**src/uuid_string_parser_core_assert.svh**
```systemverilog
// ---------------------------------------------------------------------------
// uuid_string_parser_core assertion macros
// Short forms for the concurrent checks at the end of the top level.
// ---------------------------------------------------------------------------
`ifndef UUID_STRING_PARSER_CORE_ASSERT_SVH
`define UUID_STRING_PARSER_CORE_ASSERT_SVH

// same-cycle implication, disabled in reset
`define USP_ASSERT_IMP(label, clk, rst_n, ante, cons) \
	label: assert property (@(posedge clk) disable iff (!rst_n) (ante) |-> (cons)) \
		else $error("usp check failed");

// next-cycle implication, disabled in reset
`define USP_ASSERT_NXT(label, clk, rst_n, ante, cons) \
	label: assert property (@(posedge clk) disable iff (!rst_n) (ante) |=> (cons)) \
		else $error("usp check failed");

`endif

```
**src/usp_pkg.sv**
```systemverilog
// ---------------------------------------------------------------------------
// usp_pkg
// Types, character constants and decode functions of the UUID text parser.
// ---------------------------------------------------------------------------
package usp_pkg;

	typedef logic [5:0] count_t;
	typedef logic [3:0] form_flags_t;

	localparam int FORM_CANON = 0;
	localparam int FORM_BRACE = 1;
	localparam int FORM_URN   = 2;
	localparam int FORM_RAW   = 3;

	localparam count_t LEN_CANON = 6'd36;
	localparam count_t LEN_BRACE = 6'd38;
	localparam count_t LEN_URN   = 6'd45;
	localparam count_t LEN_RAW   = 6'd32;
	localparam count_t COUNT_MAX = 6'd63;
	localparam count_t URN_LEN   = 6'd9;

	localparam logic [7:0] CHAR_HYPHEN = 8'h2D;
	localparam logic [7:0] CHAR_LBRACE = 8'h7B;
	localparam logic [7:0] CHAR_RBRACE = 8'h7D;

	localparam logic [7:0] MASK_C0 = 8'hC0;
	localparam logic [7:0] MASK_E0 = 8'hE0;
	localparam logic [7:0] PAT_80  = 8'h80;

	typedef enum logic [1:0] {
		VAR_NCS     = 2'd0,
		VAR_RFC4122 = 2'd1,
		VAR_VENDOR  = 2'd2,
		VAR_FUTURE  = 2'd3
	} variant_t;

	// "urn:uuid:" in lower case
	localparam logic [7:0] URN_PREFIX [9] = '{
		8'h75, 8'h72, 8'h6E, 8'h3A, 8'h75, 8'h75, 8'h69, 8'h64, 8'h3A
	};

	function automatic logic is_digit(input logic [7:0] ch);
		return (ch >= 8'h30) && (ch <= 8'h39);
	endfunction

	function automatic logic is_hex(input logic [7:0] ch);
		return is_digit(ch) || ((ch >= 8'h61) && (ch <= 8'h66))
			|| ((ch >= 8'h41) && (ch <= 8'h46));
	endfunction

	// letters a..f and A..F share the low nibble 1..6
	function automatic logic [3:0] nibble_of(input logic [7:0] ch);
		return is_digit(ch) ? ch[3:0] : ch[3:0] + 4'd9;
	endfunction

	function automatic logic [7:0] lower_ascii(input logic [7:0] ch);
		return ((ch >= 8'h41) && (ch <= 8'h5A)) ? ch + 8'd32 : ch;
	endfunction

	// byte at offset q of an 8-4-4-4-12 span
	function automatic logic canon_ok(input count_t q, input logic [7:0] ch);
		logic dash_pos;
		dash_pos = (q == 6'd8) || (q == 6'd13) || (q == 6'd18) || (q == 6'd23);
		return dash_pos ? (ch == CHAR_HYPHEN) : is_hex(ch);
	endfunction

	function automatic variant_t variant_of(input logic [7:0] b);
		variant_t v;
		if ((b & MASK_C0) == PAT_80)
			v = VAR_RFC4122;
		else if ((b & MASK_E0) == MASK_C0)
			v = VAR_VENDOR;
		else if ((b & MASK_E0) == MASK_E0)
			v = VAR_FUTURE;
		else
			v = VAR_NCS;
		return v;
	endfunction

endpackage

```
**src/usp_if.sv**
```systemverilog
// ---------------------------------------------------------------------------
// usp_char_if / usp_res_if
// Valid/ready channels for text bytes and parse results.
// ---------------------------------------------------------------------------
interface usp_char_if;
	logic       valid;
	logic       ready;
	logic [7:0] char_in;
	logic       last_char;

	modport source (output valid, output char_in, output last_char, input ready);
	modport sink   (input valid, input char_in, input last_char, output ready);
endinterface

interface usp_res_if;
	logic        valid;
	logic        ready;
	logic        valid_res;
	logic [63:0] uuid_high;
	logic [63:0] uuid_low;
	logic [3:0]  version_nibble;
	logic [1:0]  variant_code;

	modport source (output valid, output valid_res, output uuid_high, output uuid_low,
		output version_nibble, output variant_code, input ready);
	modport sink   (input valid, input valid_res, input uuid_high, input uuid_low,
		input version_nibble, input variant_code, output ready);
endinterface

```
**src/uuid_string_parser_core.sv**
```systemverilog
// ---------------------------------------------------------------------------
// uuid_string_parser_core
// The result of a last byte is valid in the cycle after that byte is taken.
// Throughput: one byte per cycle, stalled while a result waits and is not taken.
// The byte update is a nibble shift plus compares; a byte is still taken if the result is.
// Reset (arst_n low): count and shift cleared, all forms armed, no result pending.
// ---------------------------------------------------------------------------
`include "uuid_string_parser_core_assert.svh"

module uuid_string_parser_core (
	input  logic          clk,
	input  logic          arst_n,
	usp_char_if.sink      chars,
	usp_res_if.source     results
);

	logic                  accept;
	usp_pkg::count_t       count_q, count_d;
	usp_pkg::form_flags_t  flags_q, flags_d;
	logic [63:0]           hi_q, lo_q, hi_d, lo_d;
	logic                  hex;
	logic                  ok;
	usp_pkg::count_t       p;
	logic                  res_valid_q;

	assign chars.ready = !res_valid_q || results.ready;
	assign accept      = chars.valid && chars.ready;
	assign p           = count_q;

	always_comb begin
		flags_d = flags_q;
		hex     = usp_pkg::is_hex(chars.char_in);

		if (p < usp_pkg::LEN_CANON && !usp_pkg::canon_ok(p, chars.char_in))
			flags_d[usp_pkg::FORM_CANON] = 1'b0;

		if (p == 6'd0) begin
			if (chars.char_in != usp_pkg::CHAR_LBRACE)
				flags_d[usp_pkg::FORM_BRACE] = 1'b0;
		end else if (p < usp_pkg::LEN_CANON + 6'd1) begin
			if (!usp_pkg::canon_ok(p - 6'd1, chars.char_in))
				flags_d[usp_pkg::FORM_BRACE] = 1'b0;
		end else if (p == usp_pkg::LEN_CANON + 6'd1) begin
			if (chars.char_in != usp_pkg::CHAR_RBRACE)
				flags_d[usp_pkg::FORM_BRACE] = 1'b0;
		end

		if (p < usp_pkg::URN_LEN) begin
			if (usp_pkg::lower_ascii(chars.char_in) != usp_pkg::URN_PREFIX[p[3:0]])
				flags_d[usp_pkg::FORM_URN] = 1'b0;
		end else if (p < usp_pkg::LEN_URN) begin
			if (!usp_pkg::canon_ok(p - usp_pkg::URN_LEN, chars.char_in))
				flags_d[usp_pkg::FORM_URN] = 1'b0;
		end

		if (p < usp_pkg::LEN_RAW && !hex)
			flags_d[usp_pkg::FORM_RAW] = 1'b0;

		// shift one hex digit into the 128-bit window
		if (hex) begin
			hi_d = {hi_q[59:0], lo_q[63:60]};
			lo_d = {lo_q[59:0], usp_pkg::nibble_of(chars.char_in)};
		end else begin
			hi_d = hi_q;
			lo_d = lo_q;
		end

		count_d = (p != usp_pkg::COUNT_MAX) ? p + 6'd1 : p;

		case (count_d)
			usp_pkg::LEN_CANON: ok = flags_d[usp_pkg::FORM_CANON];
			usp_pkg::LEN_BRACE: ok = flags_d[usp_pkg::FORM_BRACE];
			usp_pkg::LEN_URN:   ok = flags_d[usp_pkg::FORM_URN];
			usp_pkg::LEN_RAW:   ok = flags_d[usp_pkg::FORM_RAW];
			default:            ok = 1'b0;
		endcase
	end

	always_ff @(posedge clk or negedge arst_n) begin
		if (!arst_n) begin
			count_q <= '0;
			flags_q <= '1;
			hi_q    <= '0;
			lo_q    <= '0;
		end else if (accept) begin
			// rearm after the last byte, valid or not
			if (chars.last_char) begin
				count_q <= '0;
				flags_q <= '1;
				hi_q    <= '0;
				lo_q    <= '0;
			end else begin
				count_q <= count_d;
				flags_q <= flags_d;
				hi_q    <= hi_d;
				lo_q    <= lo_d;
			end
		end
	end

	always_ff @(posedge clk or negedge arst_n) begin
		if (!arst_n) begin
			res_valid_q <= 1'b0;
		end else if (accept && chars.last_char) begin
			res_valid_q <= 1'b1;
		end else if (results.ready) begin
			res_valid_q <= 1'b0;
		end
	end

	// result payload, zero when the text is malformed
	always_ff @(posedge clk) begin
		if (accept && chars.last_char) begin
			results.valid_res      <= ok;
			results.uuid_high      <= ok ? hi_d : 64'd0;
			results.uuid_low       <= ok ? lo_d : 64'd0;
			results.version_nibble <= ok ? hi_d[15:12] : 4'd0;
			results.variant_code   <= ok ? usp_pkg::variant_of(lo_d[63:56])
				: usp_pkg::VAR_NCS;
		end
	end

	assign results.valid = res_valid_q;

	`USP_ASSERT_NXT(a_last_gives_result, clk, arst_n,
		accept && chars.last_char, res_valid_q)
	`USP_ASSERT_NXT(a_last_rearms, clk, arst_n,
		accept && chars.last_char, count_q == 6'd0 && flags_q == 4'hF)
	`USP_ASSERT_IMP(a_invalid_is_zero, clk, arst_n,
		res_valid_q && !results.valid_res,
		results.uuid_high == 64'd0 && results.uuid_low == 64'd0
			&& results.version_nibble == 4'd0 && results.variant_code == 2'd0)

endmodule
```
**src/flat_wrapper.sv**
```systemverilog
// flat-port wrapper written by rule: the top's interface ports become plain ports
module uuid_string_parser_core_flat 
  (clk, arst_n, chars_valid, chars_char_in, chars_last_char, chars_ready, results_valid, results_valid_res, results_uuid_high, results_uuid_low, results_version_nibble, results_variant_code, results_ready);
  usp_char_if chars_i ();
  usp_res_if results_i ();
  input  logic clk;
  input  logic arst_n;
  input wire logic [$bits(chars_i.valid)-1:0] chars_valid;
  input wire logic [$bits(chars_i.char_in)-1:0] chars_char_in;
  input wire logic [$bits(chars_i.last_char)-1:0] chars_last_char;
  output wire logic [$bits(chars_i.ready)-1:0] chars_ready;
  output wire logic [$bits(results_i.valid)-1:0] results_valid;
  output wire logic [$bits(results_i.valid_res)-1:0] results_valid_res;
  output wire logic [$bits(results_i.uuid_high)-1:0] results_uuid_high;
  output wire logic [$bits(results_i.uuid_low)-1:0] results_uuid_low;
  output wire logic [$bits(results_i.version_nibble)-1:0] results_version_nibble;
  output wire logic [$bits(results_i.variant_code)-1:0] results_variant_code;
  input wire logic [$bits(results_i.ready)-1:0] results_ready;
  assign chars_i.valid = chars_valid;
  assign chars_i.char_in = chars_char_in;
  assign chars_i.last_char = chars_last_char;
  assign chars_ready = chars_i.ready;
  assign results_valid = results_i.valid;
  assign results_valid_res = results_i.valid_res;
  assign results_uuid_high = results_i.uuid_high;
  assign results_uuid_low = results_i.uuid_low;
  assign results_version_nibble = results_i.version_nibble;
  assign results_variant_code = results_i.variant_code;
  assign results_i.ready = results_ready;
  uuid_string_parser_core u_core (.clk(clk), .arst_n(arst_n), .chars(chars_i), .results(results_i));
endmodule
```
**config.mk**
```make
export PLATFORM = sky130hd
export DESIGN_NAME = uuid_string_parser_core_flat
export DESIGN_NICKNAME = d
export VERILOG_FILES = /design/src/usp_pkg.sv /design/src/usp_if.sv /design/src/uuid_string_parser_core.sv /design/src/flat_wrapper.sv
export VERILOG_INCLUDE_DIRS = /design/src /design/src/src
export SDC_FILE = /design/constraint.sdc
export NUM_CORES = 1
export LEC_CHECK = 0
export BUFFER_PORTS_ARGS = -buffer_cell sky130_fd_sc_hd__buf_4
export CAP_MARGIN = 20
export CORE_UTILIZATION = 50
export DETAILED_ROUTE_END_ITERATION = 10
export PLACE_DENSITY = 0.75
export REMOVE_ABC_BUFFERS = 1
export SLEW_MARGIN = 5
export SYNTH_ARGS = -nofsm -noshare
export SYNTH_HDL_FRONTEND = slang
export SYNTH_SLANG_ARGS = --single-unit
```
**constraint.sdc**
```tcl
create_clock -name clk -period 4.3 [get_ports clk]
set_input_delay 0.86 -clock clk [delete_from_list [all_inputs] [get_ports clk]]
set_output_delay 0.86 -clock clk [all_outputs]
set_load 0.05 [all_outputs]
```
==> flow_metrics.py <==
metrics = {
    "sta": {
        "slew_viol_final": 0,
        "relSlewSlack": 0.333,
        "clock_skew_ps": 11.6,
        "fmax_mhz": 247,
        "rsz0062_at_grt": "no",
        "finalSetupViolCount": 0,
        "min_period_over_period": 0.942,
        "min_period_ps": 4050,
        "hold_slack_ps": 446,
        "final_hold_viol_count": 0,
        "worst_slew_pin_slew_ps": 1000,
        "worst_slack_ps": 248,
    },
    "routing": {
        "wire_per_inst_um": 19.0,
        "drt-total-wl_mm": 34.6,
        "drc": 0,
        "num_vias": 11434,
        "vias_per_cell": 6.30,
        "drtPass1Iterations": 5,
        "ant_nets": 0,
        "drt-initial-drc-count": 1582,
    },
    "finish": {
        "final_common_cell": "nand2_1",
        "finish.net_count": 1480,
        "instances_no_fill": 1816,
        "syn2layout_area_growth_pct": 16.5,
        "nFillCells": 2235,
        "final_cell_mix": "nand2_1, buf_4, o21ai_0",
        "n_antenna_cell": 0,
        "drive_gt1_frac": 0.165,
    },
    "power_and_ir_drop": {
        "power.density_mw_per_mm2": 398,
        "p_switching_mw": 1.68,
        "switching_share": 0.265,
        "power.internal_mw": 4.65,
        "power_frac_seq": 0.464,
        "vdd_ir_drop_max_v": 0.000299,
        "finalPower_mw": 6.33,
        "power.share.clock": 0.407,
        "leakagePower_nw": 5.56,
        "comb_power_share": 0.129,
    },
    "clocking": {
        "cts_htree_levels": 1,
        "clock_path_buffers": 3,
        "cts_tree": "built",
        "cts_root_buf": "clkbuf_16",
        "clk_latency_ps": 540,
        "cts_resized": 0,
        "clk_pin_slew_ps": 60,
        "cts.sinks": 270,
        "postCtsSetupRepairBufs": 0,
        "hold_buffers": 0,
        "cts_inserted_buffers": 28,
    },
    "synth": {
        "synth_compound_area_frac": 0.235,
        "async_flop_share": 0.515,
        "ys_ff_latch": 270,
        "synth.area.mux_share": 0.0114,
        "syn_inst": 1387,
        "synth.avg_cell_area_um2": 9.85,
        "synth_edf_count": 131,
        "synth_top_family_by_area": "compound AO/OA/AOI/OAI gates",
        "synth-simple-area-share": 0.140,
        "synth-seq-area-share": 0.543,
        "synth_top_flop_cell": "dfrtp_1",
        "synth-adder-area-share": 0.0128,
        "synthesis.area_mm2": 0.0137,
        "yosys_warnings": 0,
        "ys_types": 66,
        "synth_xor_area_frac": 0.00449,
    },
    "critical_path": {
        "cp.arrival_ps": 4300,
        "path_class": "reg2reg",
        "crit_chain": "inv_1 > ha_1 > inv_1 > ha_1 > mux2_2 > a211oi_1 > or4_1 > or4_1 > and4_4 > nand4_4 > buf_12 > a32oi_1",
        "max_stage_delay_ps": 530,
        "cpMaxStageDelayCell": "or4_1",
        "cp-end-kind": "flop",
        "start_kind": "flop",
        "cp_num_buf_inv": 3,
        "crit_family": "simple AND/OR/NAND/NOR gates",
        "crit_path_max_fanout": 83,
        "cp.required_ps": 4540,
    },
    "status": {
        "status": "finished, final reports clean",
    },
    "die": {
        "floorplan.initialDensity": 0.508,
        "num_rows": 60,
        "core_area_mm2": 0.0269,
        "die_y_um": 167,
        "die_area_mm2": 0.0280,
        "ios": 150,
        "die_x_um": 167,
    },
    "grt": {
        "antenna_found_initial": 1,
        "grt_usage": 0.243,
        "grt_pass1_vias": 10384,
        "grt_pass1_wl_mm": 55.7,
        "overflow": 0,
        "grt_max_degree": 122,
    },
    "worst_hold_path": {
        "hp-class": "in2async",
    },
    "placed_design": {
        "port_buffers": 149,
        "dp_slack_ps": 350,
        "dp_hpwl_mm": 20.0,
        "place.gp.congestion": 0.949,
        "dp_cells": 1764,
    },
    "flow_run": {
        "cap_violations": 0,
    },
}
[power groups by stage]
| stage | combinational [mW] | clock [mW] | sequential [mW] |
|---|---|---|---|
| after floorplan | 0.353 | 0 | 3.15 |
| after global placement | 0.808 | 0 | 2.98 |
| after detailed placement | 0.818 | 0 | 2.98 |
| after CTS | 0.821 | 2.61 | 2.93 |
| after global routing | 0.890 | 2.71 | 2.95 |
| final | 0.819 | 2.57 | 2.94 |
[worst paths after layout]
| kind | start | endpoint | slack (ps) | cells past startpoint |
|---|---|---|---|---|
| setup / recovery | u_core.count_q[0] | u_core.results.uuid_high[51] | 250 | 12 |
| hold / removal | arst_n | u_core.hi_q[50] | 450 | 1 |
| setup reg to reg | u_core.count_q[0] | u_core.results.uuid_high[51] | 250 | 12 |
| hold reg to reg | u_core.flags_q[3] | u_core.flags_q[3] | 470 | 2 |
| max in group asynchronous | arst_n | u_core.lo_q[50] | 2930 | 2 |
| min in group clk | u_core.flags_q[3] | u_core.flags_q[3] | 470 | 2 |
[through the flow]
stage          setup TNS [ps]  cell area (um2)   util
2_1_floorplan        -2030660            13000      -
3_3_place_gp                0            14900  0.555
3_5_place_dp                0            14900  0.555
4_1_cts                     0            15900  0.592
5_1_grt                     0            15900  0.592
6_report                    0            15900  0.592
[cell usage after synthesis (all sizes together), types with 2 or more instances]
master	count	area share
o211ai	5	0.0027
o21ai	139	0.051
a21boi	16	0.0088
or3	3	0.0014
clkbuf	99	0.027
nand3	15	0.0055
o22ai	5	0.0023
a22o	4	0.0026
a211oi	6	0.0037
nor2	23	0.0065
buf	44	0.021
mux2	4	0.0033
dfrtp	135	0.25
a32oi	120	0.077
o31a	2	0.0013
xnor2	6	0.0038
o31ai	2	0.0011
nand2	387	0.11
a21oi	19	0.0070
edfxtp	131	0.29
or4	3	0.0016
nand4	3	0.0025
inv	16	0.0044
o2111ai	2	0.0013
o22a	3	0.0019
a22oi	105	0.058
nor3	2	0.0016
ha	14	0.013
and3	3	0.0014
nand2b	8	0.0037
nor4	2	0.00092
mux2i	11	0.0081
a31oi	17	0.0078
and2	2	0.00092
o32ai	2	0.0013
nand3b	2	0.0011
clkinv	2	0.00055
dfstp	4	0.0077
[kinds of logic after synthesis]
logic type,after synthesis
fa+ha+maj,14
xor+xnor,7
flops,270
compound gates,457
buf+inv,161
simple gates,463
mux,15
[cell type report]
type                       instances  area [um2]  share of cell area
clock buffer                      36         772              0.0485
clock inverter                    16         211              0.0133
inverter                          18        72.6             0.00456
multi-input combinational        956        5550               0.349
sequential                       270        7420               0.466
tap                              341         427              0.0268
timing repair buffer             179        1460              0.0918
[per-layer routing]
| metal | track usage | part of all wire | vias up |
|---|---|---|---|
| met1 | 0.347 | 0.44 | 5683 |
| met4 | 0.0610 | 0.015 | 0 |
| met2 | 0.391 | 0.48 | 431 |
| met5 | 0 | 0 | - |
| li1 | - | - | 5282 |
| met3 | 0.0352 | 0.065 | 38 |
[flip-flops by register name, indices dropped and copies added (netlist names)]
register                       cells
u_core.results.uuid_low           64
u_core.lo_q                       64
u_core.flags_q                     4
u_core.results.uuid_high          61
u_core.results.valid               1
u_core.count_q                     6
u_core.hi_q                       64
u_core.results.version_nibble      3
u_core.results.valid_res           1
u_core.results.variant_code        2
Power figures use the tool's default switching activity.
